### src/hdl/assert_macros.svh
// ----------------------------------------------------------------------------
// Assertion macros
// Shared wrappers for concurrent assertions on the clk / rst_n domain.
// ----------------------------------------------------------------------------
`ifndef ASSERT_MACROS_SVH
`define ASSERT_MACROS_SVH

`ifndef ASSERT_OFF

// Checked at every clock edge outside of reset.
`define ASSERT_CLK(lbl, prop, msg) \
    lbl: assert property (@(posedge clk) disable iff (!rst_n) prop) else $error(msg);

// Checked at every clock edge, reset included.
`define ASSERT_ALWAYS(lbl, prop, msg) \
    lbl: assert property (@(posedge clk) prop) else $error(msg);

`else

`define ASSERT_CLK(lbl, prop, msg)
`define ASSERT_ALWAYS(lbl, prop, msg)

`endif

`endif

### src/hdl/swm_pkg.sv
// ----------------------------------------------------------------------------
// swm_pkg
// Types and constants shared by the sliding window maximum block.
// ----------------------------------------------------------------------------
package swm_pkg;

    // Width of one sample and of the window size register.
    localparam int SAMPLE_BITS = 16;
    localparam int CFG_W       = 7;

    typedef logic signed [SAMPLE_BITS-1:0] sample_t;
    typedef logic [CFG_W-1:0]              cfg_t;

    // One input beat.
    typedef struct packed {
        sample_t sample;
        logic    first;
        logic    last;
    } in_t;

    // One result beat.
    typedef struct packed {
        sample_t window_max;
        logic    last_out;
    } out_t;

    // Result of the shared compare unit.
    typedef struct packed {
        logic lt;
        logic eq;
    } cmp_res_t;

endpackage

### src/hdl/swm_cmp.sv
// ----------------------------------------------------------------------------
// swm_cmp
// Shared signed compare unit: reports a < b and a == b.
// ----------------------------------------------------------------------------
module swm_cmp (
    input  swm_pkg::sample_t  a,
    input  swm_pkg::sample_t  b,
    output swm_pkg::cmp_res_t res
);
    import swm_pkg::*;

    // Both operands are signed, so the ordering is two's complement order.
    always_comb
    begin
        res.lt = (a < b);
        res.eq = (a == b);
    end

endmodule

### src/hdl/swm_ram.sv
// ----------------------------------------------------------------------------
// swm_ram
// Simple dual-port memory: one write port, one read port with registered data.
// ----------------------------------------------------------------------------
module swm_ram #(
    parameter int DEPTH  = 64,
    parameter int ADDR_W = 6,
    parameter int DATA_W = 16
) (
    input  logic              clk,
    input  logic              we,
    input  logic [ADDR_W-1:0] waddr,
    input  logic [DATA_W-1:0] wdata,
    input  logic              re,
    input  logic [ADDR_W-1:0] raddr,
    output logic [DATA_W-1:0] rdata
);
    logic [DATA_W-1:0] mem [DEPTH];
    logic [DATA_W-1:0] rdata_reg;

    // Write port.
    always_ff @(posedge clk)
    begin
        if (we)
        begin
            mem[waddr] <= wdata;
        end
    end

    // Read port; data is registered and appears in the cycle after the address is given with re high.
    always_ff @(posedge clk)
    begin
        if (re)
        begin
            rdata_reg <= mem[raddr];
        end
    end

    assign rdata = rdata_reg;

endmodule

### src/hdl/sliding_window_max.sv
// ----------------------------------------------------------------------------
// sliding_window_max: running maximum of the last window_size samples.
// Each item runs IDLE, then a POP_RD / POP_CMP pair for each deque entry compared,
// then APPEND and, when a result is due, FRONT_RD and EMIT; one comparator and the
// registered-read deque memory set that sequence. out_valid is registered when
// EMIT loads a result; a previous result still waiting for out_ready holds EMIT.
// Reset clears the sequencer, deque and history pointers, fill count and sets
// window_size to 1; memory contents are not cleared.
// ----------------------------------------------------------------------------
`include "assert_macros.svh"

module sliding_window_max #(
    parameter int WINDOW_MAX = 64
) (
    input  logic            clk,
    input  logic            rst_n,
    input  logic            cfg_we,
    input  swm_pkg::cfg_t   cfg_data,
    input  logic            in_valid,
    output logic            in_ready,
    input  swm_pkg::in_t    in_data,
    output logic            out_valid,
    input  logic            out_ready,
    output swm_pkg::out_t   out_data
);
    import swm_pkg::*;

    localparam int PTR_W   = (WINDOW_MAX > 1) ? $clog2(WINDOW_MAX) : 1;
    localparam int COUNT_W = $clog2(WINDOW_MAX + 1);
    localparam int SUM_W   = COUNT_W + 1;
    localparam int K_W     = (COUNT_W > CFG_W) ? COUNT_W : CFG_W;

    localparam logic [PTR_W-1:0]   PTR_LAST   = PTR_W'(WINDOW_MAX - 1);
    localparam logic [COUNT_W-1:0] COUNT_FULL = COUNT_W'(WINDOW_MAX);
    localparam logic [SUM_W-1:0]   SUM_DEPTH  = SUM_W'(WINDOW_MAX);
    localparam logic [K_W-1:0]     K_DEPTH    = K_W'(WINDOW_MAX);

    typedef enum logic [5:0] {
        S_IDLE     = 6'b000001,
        S_POP_RD   = 6'b000010,
        S_POP_CMP  = 6'b000100,
        S_APPEND   = 6'b001000,
        S_FRONT_RD = 6'b010000,
        S_EMIT     = 6'b100000
    } state_t;

    state_t             state_reg, state_next;
    cfg_t               window_size_reg, window_size_next;
    sample_t            sample_reg, sample_next;
    logic               last_reg, last_next;
    logic [COUNT_W-1:0] k_reg, k_next;
    logic [PTR_W-1:0]   head_reg, head_next;
    logic [COUNT_W-1:0] count_reg, count_next;
    logic [PTR_W-1:0]   wp_reg, wp_next;
    logic [COUNT_W-1:0] fill_reg, fill_next;
    out_t               out_data_reg, out_data_next;
    logic               out_valid_reg, out_valid_next;

    logic               in_fire;
    logic               emit_load;
    logic [K_W-1:0]     ws_ext;
    logic [K_W-1:0]     k_clamp;
    logic [SUM_W-1:0]   back_sum, app_sum, old_sum;
    logic [PTR_W-1:0]   back_addr, app_addr, old_addr;
    logic [PTR_W-1:0]   head_adj;
    logic [COUNT_W-1:0] cnt_adj;
    logic [COUNT_W-1:0] fill_inc;

    logic               dq_re;
    logic [PTR_W-1:0]   dq_raddr;
    logic [SAMPLE_BITS-1:0] dq_rdata, hist_rdata;
    sample_t            cmp_a, cmp_b;
    cmp_res_t           cmp_res;

    function automatic logic [PTR_W-1:0] ptr_inc(input logic [PTR_W-1:0] p);
        return (p == PTR_LAST) ? '0 : p + 1'b1;
    endfunction

    assign in_ready  = (state_reg == S_IDLE);
    assign in_fire   = in_valid && in_ready;
    assign out_valid = out_valid_reg;
    assign out_data  = out_data_reg;
    assign emit_load = (state_reg == S_EMIT) && (!out_valid_reg || out_ready);

    // Clamp the window size register into 1 .. WINDOW_MAX.
    always_comb
    begin
        ws_ext = K_W'(window_size_reg);
        if (ws_ext == '0)
        begin
            k_clamp = K_W'(1);
        end
        else if (ws_ext > K_DEPTH)
        begin
            k_clamp = K_DEPTH;
        end
        else
        begin
            k_clamp = ws_ext;
        end
    end

    // Ring addresses: back of the deque, append slot, oldest window sample.
    always_comb
    begin
        back_sum  = SUM_W'(head_reg) + SUM_W'(count_reg) - SUM_W'(1);
        back_addr = (back_sum >= SUM_DEPTH) ? PTR_W'(back_sum - SUM_DEPTH)
                                            : PTR_W'(back_sum);

        head_adj = (count_reg == COUNT_FULL) ? ptr_inc(head_reg) : head_reg;
        cnt_adj  = (count_reg == COUNT_FULL) ? count_reg - 1'b1 : count_reg;
        app_sum  = SUM_W'(head_adj) + SUM_W'(cnt_adj);
        app_addr = (app_sum >= SUM_DEPTH) ? PTR_W'(app_sum - SUM_DEPTH)
                                          : PTR_W'(app_sum);

        old_sum  = SUM_W'(wp_reg) + SUM_DEPTH + SUM_W'(1) - SUM_W'(k_reg);
        old_addr = (old_sum >= SUM_DEPTH) ? PTR_W'(old_sum - SUM_DEPTH)
                                          : PTR_W'(old_sum);

        fill_inc = (fill_reg == COUNT_FULL) ? fill_reg : fill_reg + 1'b1;
    end

    // Deque storage, read at the back while popping and at the front to emit.
    assign dq_re    = (state_reg == S_POP_RD) || (state_reg == S_FRONT_RD);
    assign dq_raddr = (state_reg == S_FRONT_RD) ? head_reg : back_addr;

    swm_ram #(
        .DEPTH  (WINDOW_MAX),
        .ADDR_W (PTR_W),
        .DATA_W (SAMPLE_BITS)
    ) u_deque_ram (
        .clk   (clk),
        .we    (state_reg == S_APPEND),
        .waddr (app_addr),
        .wdata (sample_reg),
        .re    (dq_re),
        .raddr (dq_raddr),
        .rdata (dq_rdata)
    );

    // History ring of recent samples.
    swm_ram #(
        .DEPTH  (WINDOW_MAX),
        .ADDR_W (PTR_W),
        .DATA_W (SAMPLE_BITS)
    ) u_hist_ram (
        .clk   (clk),
        .we    (state_reg == S_APPEND),
        .waddr (wp_reg),
        .wdata (sample_reg),
        .re    (state_reg == S_FRONT_RD),
        .raddr (old_addr),
        .rdata (hist_rdata)
    );

    // The one comparator: back entry against the new sample while popping,
    // front entry against the departing sample when emitting.
    assign cmp_a = sample_t'(dq_rdata);
    assign cmp_b = (state_reg == S_EMIT) ? sample_t'(hist_rdata) : sample_reg;

    swm_cmp u_cmp (
        .a   (cmp_a),
        .b   (cmp_b),
        .res (cmp_res)
    );

    // Sequencer and datapath next state.
    always_comb
    begin
        state_next       = state_reg;
        window_size_next = window_size_reg;
        sample_next      = sample_reg;
        last_next        = last_reg;
        k_next           = k_reg;
        head_next        = head_reg;
        count_next       = count_reg;
        wp_next          = wp_reg;
        fill_next        = fill_reg;
        out_data_next    = out_data_reg;
        out_valid_next   = out_valid_reg;

        if (cfg_we)
        begin
            window_size_next = cfg_data;
        end

        if (out_valid_reg && out_ready)
        begin
            out_valid_next = 1'b0;
        end

        unique case (state_reg)
            S_IDLE:
            begin
                if (in_fire)
                begin
                    sample_next = in_data.sample;
                    last_next   = in_data.last;
                    k_next      = k_clamp[COUNT_W-1:0];
                    if (in_data.first)
                    begin
                        head_next  = '0;
                        count_next = '0;
                        wp_next    = '0;
                        fill_next  = '0;
                        state_next = S_APPEND;
                    end
                    else if (count_reg != '0)
                    begin
                        state_next = S_POP_RD;
                    end
                    else
                    begin
                        state_next = S_APPEND;
                    end
                end
            end
            S_POP_RD:
            begin
                state_next = S_POP_CMP;
            end
            S_POP_CMP:
            begin
                if (cmp_res.lt)
                begin
                    count_next = count_reg - 1'b1;
                    state_next = (count_reg == COUNT_W'(1)) ? S_APPEND : S_POP_RD;
                end
                else
                begin
                    state_next = S_APPEND;
                end
            end
            S_APPEND:
            begin
                head_next  = head_adj;
                count_next = cnt_adj + 1'b1;
                fill_next  = fill_inc;
                if (fill_inc >= k_reg)
                begin
                    state_next = S_FRONT_RD;
                end
                else
                begin
                    wp_next    = ptr_inc(wp_reg);
                    state_next = S_IDLE;
                end
            end
            S_FRONT_RD:
            begin
                state_next = S_EMIT;
            end
            S_EMIT:
            begin
                if (emit_load)
                begin
                    out_data_next.window_max = cmp_a;
                    out_data_next.last_out   = last_reg;
                    out_valid_next           = 1'b1;
                    if (cmp_res.eq)
                    begin
                        head_next  = ptr_inc(head_reg);
                        count_next = count_reg - 1'b1;
                    end
                    wp_next    = ptr_inc(wp_reg);
                    state_next = S_IDLE;
                end
            end
            default:
            begin
                state_next = S_IDLE;
            end
        endcase
    end

    // Control registers.
    always_ff @(posedge clk or negedge rst_n)
    begin
        if (!rst_n)
        begin
            state_reg       <= S_IDLE;
            window_size_reg <= cfg_t'(1);
            head_reg        <= '0;
            count_reg       <= '0;
            wp_reg          <= '0;
            fill_reg        <= '0;
            out_valid_reg   <= 1'b0;
        end
        else
        begin
            state_reg       <= state_next;
            window_size_reg <= window_size_next;
            head_reg        <= head_next;
            count_reg       <= count_next;
            wp_reg          <= wp_next;
            fill_reg        <= fill_next;
            out_valid_reg   <= out_valid_next;
        end
    end

    // Payload registers.
    always_ff @(posedge clk)
    begin
        sample_reg   <= sample_next;
        last_reg     <= last_next;
        k_reg        <= k_next;
        out_data_reg <= out_data_next;
    end

    // Checks on the deque bookkeeping and the result hand-off.
    `ASSERT_CLK(a_count_bound, count_reg <= COUNT_FULL, "deque count above depth")
    `ASSERT_CLK(a_fill_bound, fill_reg <= COUNT_FULL, "fill count above depth")
    `ASSERT_CLK(a_pop_nonempty, (state_reg == S_POP_RD) |-> (count_reg != '0), "pop on empty")
    `ASSERT_CLK(a_append_grows, (state_reg == S_APPEND) |=> (count_reg != '0), "empty after append")
    `ASSERT_CLK(a_emit_shows, emit_load |=> (out_valid && state_reg == S_IDLE), "result not shown")

endmodule
### config.mk
export PLATFORM = sky130hd
export DESIGN_NAME = sliding_window_max
export DESIGN_NICKNAME = d
export VERILOG_FILES = /design/src/hdl/swm_pkg.sv /design/src/hdl/swm_cmp.sv /design/src/hdl/swm_ram.sv /design/src/hdl/sliding_window_max.sv
export VERILOG_INCLUDE_DIRS = /design/src /design/src/hdl
export SDC_FILE = /design/constraint.sdc
export NUM_CORES = 2
export LEC_CHECK = 0
export ABC_AREA = 0
export BUFFER_PORTS_ARGS = -buffer_cell sky130_fd_sc_hd__clkbuf_2
export CAP_MARGIN = 0
export CORE_AREA = 5 5 495 448
export DETAILED_ROUTE_END_ITERATION = 10
export DIE_AREA = 0 0 500 453
export PLACE_DENSITY_LB_ADDON = 0.2
export SLEW_MARGIN = 20
export SYNTH_ARGS = -nofsm -noshare
export SYNTH_HDL_FRONTEND = slang
export SYNTH_SLANG_ARGS = --single-unit
### constraint.sdc
create_clock -name clk -period 6.95 [get_ports clk]
set_input_delay 1.39 -clock clk [delete_from_list [all_inputs] [get_ports clk]]
set_output_delay 1.39 -clock clk [all_outputs]
set_load 0.005 [all_outputs]
# Word-level counts from Yosys, hierarchy flattened
# Memory sizes are Yosys's and may differ from the RTL's. A register that Yosys moved wholly into a read port is not among the register bits.
# Cells that the tools add are included.
[op_classes]
reduce_logical = 19
addsub = 14
bitwise = 0
n_eq_ne = 18
shifts = 0
multipliers = 0
order_cmp = 6
muxes = 39
div = 0
[ops]
columns = ["op", "count"]
rows = [
  ["6-bit two-way mux", 15],
  ["7-bit two-way mux", 8],
  ["6-bit case mux with 3 select lines", 2],
  ["6-bit case mux with 6 select lines", 1],
  ["7-bit case mux with 4 select lines", 1],
  ["8-bit by 7-bit >= comparator with 1-bit output, second input constant", 3],
  ["6-bit equality test, second input constant", 3],
  ["6-bit by 1-bit subtractor with 6-bit output, second input constant", 3],
  ["6-bit by 7-bit adder with 8-bit output", 2],
  ["16-bit equality test", 1],
  ["16-bit less-than comparator", 1],
  ["16-bit two-way mux", 1],
  ["4-bit two-way mux", 4],
  ["7-bit by 1-bit adder with 7-bit output, second input constant", 2],
  ["7-bit equality test, second input constant", 2],
  ["7-bit case mux with 2 select lines", 1],
  ["6-bit by 1-bit adder with 6-bit output, second input constant", 2],
  ["5-bit AND reduction", 2],
  ["6-bit by 7-bit adder with 8-bit output, second input constant", 1],
  ["8-bit by 1-bit adder with 8-bit output, second input constant", 1],
  ["2-bit inequality test, second input constant", 4],
  ["8-bit by 1-bit subtractor with 8-bit output, second input constant", 1],
  ["8-bit by 7-bit subtractor with 8-bit output", 1],
  ["7-bit by 1-bit equality test with 1-bit output, second input constant", 1],
  ["other kinds (23)", 33],
]
[totals]
mem_count = 2
latchBits = 0
mem_bits_rw = 2048
word_cells = 111
romBits = 0
input_bits = 30
register_bits = 81
[mem_list]
columns = ["memory", "depth", "width", "rd", "rd_clocked_by_memory_dff", "write_ports", "line", "source"]
rows = [
  ["u_deque_ram.mem", 64, 16, 1, 1, 1, "swm_ram.sv:18", "logic [DATA_W-1:0] mem [DEPTH];"],
  ["u_hist_ram.mem", 64, 16, 1, 1, 1, "swm_ram.sv:18", ""],
]

# Logic depth before layout (Yosys ltp)
[logic_depth]
depth_word = 6
ltp_mapped = 16
ltp_nobuf = 15

# By module
# A second synthesis with hierarchy kept.
[unflattened]
hier_cells = 4241
hier_area_um2 = 85971.2
[modules_own_cells]
columns = ["mod", "area_per_inst_um2", "seq_area_each_um2", "n_inst", "cells_per_inst"]
rows = [
  ["swm_ram", 40202.3, 31230.0, 2, 1829],
  ["sliding_window_max", 5146.2, 2234.6, 1, 523],
  ["swm_cmp", 420.4, 0.0, 1, 60],
]

# Worst setup path after synthesis
# No wires, ideal clock.
[synth_timing]
path_kind = "register to register"
start = "register sample_reg[13]"
end = "register count_reg[3]"
setup_slack_ns = 2.516
path_buffers = 1
arrival_ns = 4.309
path_stages_with_launch = 11
setup_time_ns = 0.125
path_cell_list = "edfxtp_1 > mux2i_1 > ha_1 > a21o_1 > a21o_1 > a21o_1 > a211oi_1 > mux2i_1 > or2_2 > clkbuf_1 > mux2_2"
[synth_via]
elab_chain_len = 4
elab_cells_between_ends = 6
[synth_rtl]
columns = ["item", "line", "source"]
rows = [
  ["start, declared", "sliding_window_max.sv:49", "sample_t sample_reg, sample_next;"],
  ["start signal, assigned", "sliding_window_max.sv:304", "sample_reg <= sample_next;"],
  ["16-bit two-way mux *", "sliding_window_max.sv:159", "assign cmp_b = (state_reg == S_EMIT) ? sample_t'(hist_rdata) : sample_reg;"],
  ["16-bit less-than comparator or 16-bit equality test (tied branches)", "swm_cmp.sv:15, swm_cmp.sv:16", ""],
  ["2-bit inequality test (no line)", "-", ""],
  ["6-bit AND reduction (no line) *", "-", ""],
  ["end signal, assigned", "sliding_window_max.sv:294", "count_reg <= count_next;"],
  ["end, declared", "sliding_window_max.sv:53", "logic [COUNT_W-1:0] count_reg, count_next;"],
]
# Every way passes the cells marked *; elsewhere a longest branch is shown, timed or not.
# A chain may end at the register's enable or synchronous reset.

# Worst setup path after layout
[layout_timing]
start = "register head_reg[0]"
end = "register u_deque_ram.rdata_reg[5] (netlist: u_deque_ram.rdata[5]) (read register of u_deque_ram.mem) (data pin)"
[layout_via]
elab_chain_len = 5
elab_cells_between_ends = 6
[layout_rtl]
columns = ["item", "line", "source"]
rows = [
  ["start, declared", "sliding_window_max.sv:52", "logic [PTR_W-1:0] head_reg, head_next;"],
  ["start signal, assigned", "sliding_window_max.sv:293", "head_reg <= head_next;"],
  ["6-bit by 7-bit adder with 8-bit output", "sliding_window_max.sv:106", "back_sum = SUM_W'(head_reg) + SUM_W'(count_reg) - SUM_W'(1);"],
  ["8-bit by 1-bit subtractor with 8-bit output", "sliding_window_max.sv:106", ""],
  ["8-bit by 7-bit >= comparator with 1-bit output or 6-bit by 1-bit subtractor with 6-bit output (tied branches)", "sliding_window_max.sv:107", "back_addr = (back_sum >= SUM_DEPTH) ? PTR_W'(back_sum - SUM_DEPTH)"],
  ["6-bit two-way mux", "sliding_window_max.sv:107", ""],
  ["6-bit two-way mux *", "sliding_window_max.sv:125", "assign dq_raddr = (state_reg == S_FRONT_RD) ? head_reg : back_addr;"],
  ["end, declared", "swm_ram.sv:19", "logic [DATA_W-1:0] rdata_reg;"],
]
# Marks and branches as above.

==> flow_summary.html <==
<table>
<tr><th>Metric</th><th>Value</th></tr>
<tr><th colspan="2">Layout</th></tr>
<tr><td>Design area</td><td>about 100000 µm²</td></tr>
<tr><td>Non-filler instance count after layout</td><td>about 8000</td></tr>
<tr><td>Final net count</td><td>between 4000 and 5000</td></tr>
<tr><td>Share of layout cells above drive strength 1</td><td>0.210</td></tr>
<tr><td>Synthesis-to-layout area growth</td><td>14.2%</td></tr>
<tr><td>Fill cell instance count of the final layout</td><td>about 18000</td></tr>
<tr><th colspan="2">Detailed routing</th></tr>
<tr><td>Via count normalized by instance count</td><td>5.73</td></tr>
<tr><td>Detailed router's first-iteration violation count</td><td>just under 5000</td></tr>
<tr><td>Router iterations before antenna repair</td><td>6</td></tr>
<tr><td>Number of DRC violations after detailed routing</td><td>0</td></tr>
<tr><td>Total routed wirelength</td><td>between 200 and 250 mm</td></tr>
<tr><td>Via count</td><td>about 45000</td></tr>
<tr><td>Routed WL per cell</td><td>between 20 and 30 µm</td></tr>
<tr><td>Final ANT Viol Nets</td><td>0</td></tr>
<tr><th colspan="2">Clock network</th></tr>
<tr><td>Count of instances resized after the clock tree is built</td><td>0</td></tr>
<tr><td>Post-CTS setup repair buffer count</td><td>0</td></tr>
<tr><td>Root cell of the clock tree</td><td>clkbuf_16</td></tr>
<tr><td>Clock tree buffer depth</td><td>3</td></tr>
<tr><td>Register clock-pin slew on the reported worst setup and hold paths</td><td>about 0.060 ns</td></tr>
<tr><td>Cts hold-fix bufs</td><td>0</td></tr>
<tr><td>Clock latency on the worst-skew pair</td><td>between 0.8 and 0.9 ns</td></tr>
<tr><td>Clock tree sinks</td><td>2161</td></tr>
<tr><td>TritonCTS clock tree</td><td>built</td></tr>
<tr><td>H-Tree Level Count</td><td>4</td></tr>
<tr><td>Inserted Clock Buffers</td><td>222</td></tr>
<tr><th colspan="2">Synthesis</th></tr>
<tr><td>Cell variety after synth</td><td>76</td></tr>
<tr><td>Primary flip-flop cell chosen by synthesis mapping</td><td>edfxtp_1</td></tr>
<tr><td>Cell Area, Synth</td><td>85800 µm²</td></tr>
<tr><td>Net count of the mapped netlist</td><td>4687</td></tr>
<tr><td>Top area cells in the synthesized netlist</td><td>edfxtp_1 74%, mux4_2 8.4%, mux2i_1 3.0%</td></tr>
<tr><td>Gate count after technology mapping</td><td>between 4000 and 5000</td></tr>
<tr><td>Synth warn</td><td>0</td></tr>
<tr><td>Post-synth EDFFs</td><td>around 2100</td></tr>
<tr><td>Largest area contributor in the synthesized netlist</td><td>edfxtp_1</td></tr>
<tr><td>Avg Inst Size Synth</td><td>roughly 19 µm²</td></tr>
<tr><td>Register area share after synthesis</td><td>0.754</td></tr>
<tr><td>Post-synth ARST share</td><td>0.0185</td></tr>
<tr><td>Number of synthesized register bits</td><td>~2200</td></tr>
<tr><td>Yosys top cell area share</td><td>0.742</td></tr>
<tr><th colspan="2">Run status</th></tr>
<tr><td>Run status</td><td>finished, final reports clean</td></tr>
<tr><th colspan="2">Critical path</th></tr>
<tr><td>CP Data Arrival Time</td><td>6.05 ns</td></tr>
<tr><td>Critical path endpoint category</td><td>flip-flop</td></tr>
<tr><td>Critical path launch point type</td><td>flip-flop</td></tr>
<tr><td>Worst path required time</td><td>roughly 7.5 ns</td></tr>
<tr><td>Biggest fanout along the worst timing path</td><td>23</td></tr>
<tr><td>Type of the setup path with the least slack</td><td>reg -&gt; reg</td></tr>
<tr><th colspan="2">Floorplan</th></tr>
<tr><td>Initial core utilization</td><td>0.397</td></tr>
<tr><td>Die area</td><td>227000 µm²</td></tr>
<tr><td>I/O Pins</td><td>slightly below 50</td></tr>
<tr><td>X dimension of the die</td><td>~500 µm</td></tr>
<tr><td>Cell Rows</td><td>around 160</td></tr>
<tr><td>Die boundary height</td><td>between 400 and 500 µm</td></tr>
<tr><td>Std-Cell Core Area</td><td>216000 µm²</td></tr>
<tr><th colspan="2">Global route</th></tr>
<tr><td>Maximum number of pins on one net before global-route repair</td><td>177</td></tr>
<tr><td>Vias in the first global route</td><td>~45000</td></tr>
<tr><td>Congestion Overflow GR</td><td>0</td></tr>
<tr><td>Global-route wire length before repair</td><td>around 330 mm</td></tr>
<tr><td>Number of antenna violations at the first check in global routing</td><td>8</td></tr>
<tr><td>Overall routing resource usage</td><td>0.200</td></tr>
<tr><th colspan="2">STA</th></tr>
<tr><td>Count of endpoints failing setup in the final report</td><td>0</td></tr>
<tr><td>RSZ-0062 raised after global routing</td><td>no</td></tr>
<tr><td>Worst-case setup margin in the final layout</td><td>1.44 ns</td></tr>
<tr><td>Final Hold Viols</td><td>0</td></tr>
<tr><td>Peak Freq</td><td>~180 MHz</td></tr>
<tr><td>Headroom to the max-slew limit</td><td>0.193</td></tr>
<tr><td>Setup TNS</td><td>0 ns</td></tr>
<tr><td>Final period utilization</td><td>0.793</td></tr>
<tr><td>Count of final max-slew check failures</td><td>0</td></tr>
<tr><td>Clock period minus worst slack</td><td>5.51 ns</td></tr>
<tr><td>Worst-case clock skew</td><td>between 0.03 and 0.04 ns</td></tr>
<tr><td>Pin slew with the least headroom to its limit</td><td>between 1 and 1.5 ns</td></tr>
<tr><th colspan="2">Placed design</th></tr>
<tr><td>Setup slack after placement</td><td>~1.4 ns</td></tr>
<tr><td>Number of port buffers</td><td>48</td></tr>
<tr><td>Final GP Congestion</td><td>about 0.87</td></tr>
<tr><td>DP HPWL</td><td>around 140 mm</td></tr>
<tr><td>Post-DP Area</td><td>between 90000 and 100000 µm²</td></tr>
<tr><td>Placed cells</td><td>about 7500</td></tr>
<tr><th colspan="2">Power</th></tr>
<tr><td>Tot Pwr</td><td>~45 mW</td></tr>
<tr><td>IR drop worst, VDD</td><td>595 µV</td></tr>
<tr><td>Leakage component of the power</td><td>31.9 nW</td></tr>
<tr><td>Total power divided by cell area</td><td>~460 nW/µm²</td></tr>
<tr><th colspan="2">Run</th></tr>
<tr><td>Number of max-cap violations</td><td>0</td></tr>
<tr><th colspan="2">Min path</th></tr>
<tr><td>Min-Delay Path Class</td><td>reg -&gt; reg</td></tr>
</table>
power breakdown:
| group | total, mW | switching, mW | internal, mW |
|---|---|---|---|
| clock | 11.9 | 5.02 | 6.87 |
| sequential | 15.4 | 0.118 | 15.2 |
| combinational | 17.7 | 11.4 | 6.31 |
cell usage in the layout (no fill, tap or decap), types with 11 or more instances in the layout:
master,instances
o21ai_0,119
clkbuf_16,225
mux4_2,320
ha_1,52
o22ai_1,99
nand3_1,60
edfxtp_1,2121
dfrtp_1,38
buf_4,229
and3_1,148
a21boi_0,18
nand2_1,143
nor3_1,28
mux2_2,24
a221oi_1,47
mux2i_1,258
clkinv_1,50
a31oi_1,39
a211oi_1,187
clkbuf_1,45
xnor2_1,19
clkbuf_2,48
inv_1,40
clkinv_2,38
a21o_1,29
a21oi_1,82
nor2b_1,11
bufinv_16,25
nor2_2,34
a2111oi_2,16
nor2_1,152
nor4_1,50
o2111ai_1,16
worst max-delay path, stage by stage (launching register included):
cell and delay (ns):
dfrtp_1 0.55, inv_1 0.25, ha_1 0.18, inv_1 0.04, ha_1 0.23, fa_1 0.47, xor2_1 0.30, a211oi_1 0.13
a31oi_4 0.93, or2_1 0.48, buf_4 0.39, o22ai_1 0.17, a2111oi_0 0.95, a2111oi_1 0.10
kinds of logic after synthesis:
kind of cell               after synthesis  synth area share
and+or+nand+nor                        713            0.0430
buffers and inverters                  322            0.0158
DFF                                   2161             0.754
adders and majority gates               57           0.00858
muxes                                  602             0.117
AOI/OAI and AO/OA                      711            0.0574
xor gates and xnor gates                34           0.00381
layout make-up:
type | instances | area (µm²) | share of cell area
clock buffer | 272 | 5830 | 0.0595
sequential | 2161 | 64700 | 0.660
multi-input combinational | 2117 | 20100 | 0.205
clock inverter | 138 | 1410 | 0.0144
inverter | 41 | 154 | 0.00157
tap | 2870 | 3590 | 0.0367
antenna | 1 | 2.50 | 0.0000255
timing repair buffer | 288 | 2180 | 0.0222
Yosys cell counts (40+ instances only):
cell,n
a211oi_1,193
a21oi_1,83
a221oi_1,47
a31oi_1,41
and3_1,149
buf_2,74
clkbuf_1,167
edfxtp_1,2121
ha_1,54
inv_1,40
mux2i_1,258
mux4_2,320
nand2_1,145
nand3_1,60
nor2_1,188
nor4_1,55
o21ai_0,119
o22ai_1,99
per-layer routing:
| metal | GRT usage | wire length, µm | up-vias |
|---|---|---|---|
| li1 | - | - | 19400 |
| met1 | 0.301 | 104000 | 23900 |
| met2 | 0.303 | 105000 | 1628 |
| met3 | 0.0325 | 15200 | 319 |
| met4 | 0.0573 | 6600 | 4 |
| met5 | 0 | 31 | - |
path summary, 6_finish.rpt:
| kind | start | slack (ns) | endpoint | cells after the start |
|---|---|---|---|---|
| min in group asynchronous | rst_n | 0.62 | window_size_reg[5] | 2 |
| hold / removal | last_reg | 0.42 | out_data[0] | 0 |
| setup reg to reg | head_reg[0] | 1.44 | u_deque_ram.rdata[5] | 13 |
| setup / recovery | head_reg[0] | 1.44 | u_deque_ram.rdata[5] | 13 |
| hold reg to reg | last_reg | 0.42 | out_data[0] | 0 |
| max in group asynchronous | rst_n | 5.86 | count_reg[3] | 2 |
stage by stage:
stage	hold WS (ns)	util
2_1_floorplan	0.400	-
3_3_place_gp	0.402	0.420
3_5_place_dp	0.412	0.420
4_1_cts	0.426	0.454
5_1_grt	0.435	0.454
6_report	0.422	0.454
No activity file was read; power rests on OpenSTA's default activity.
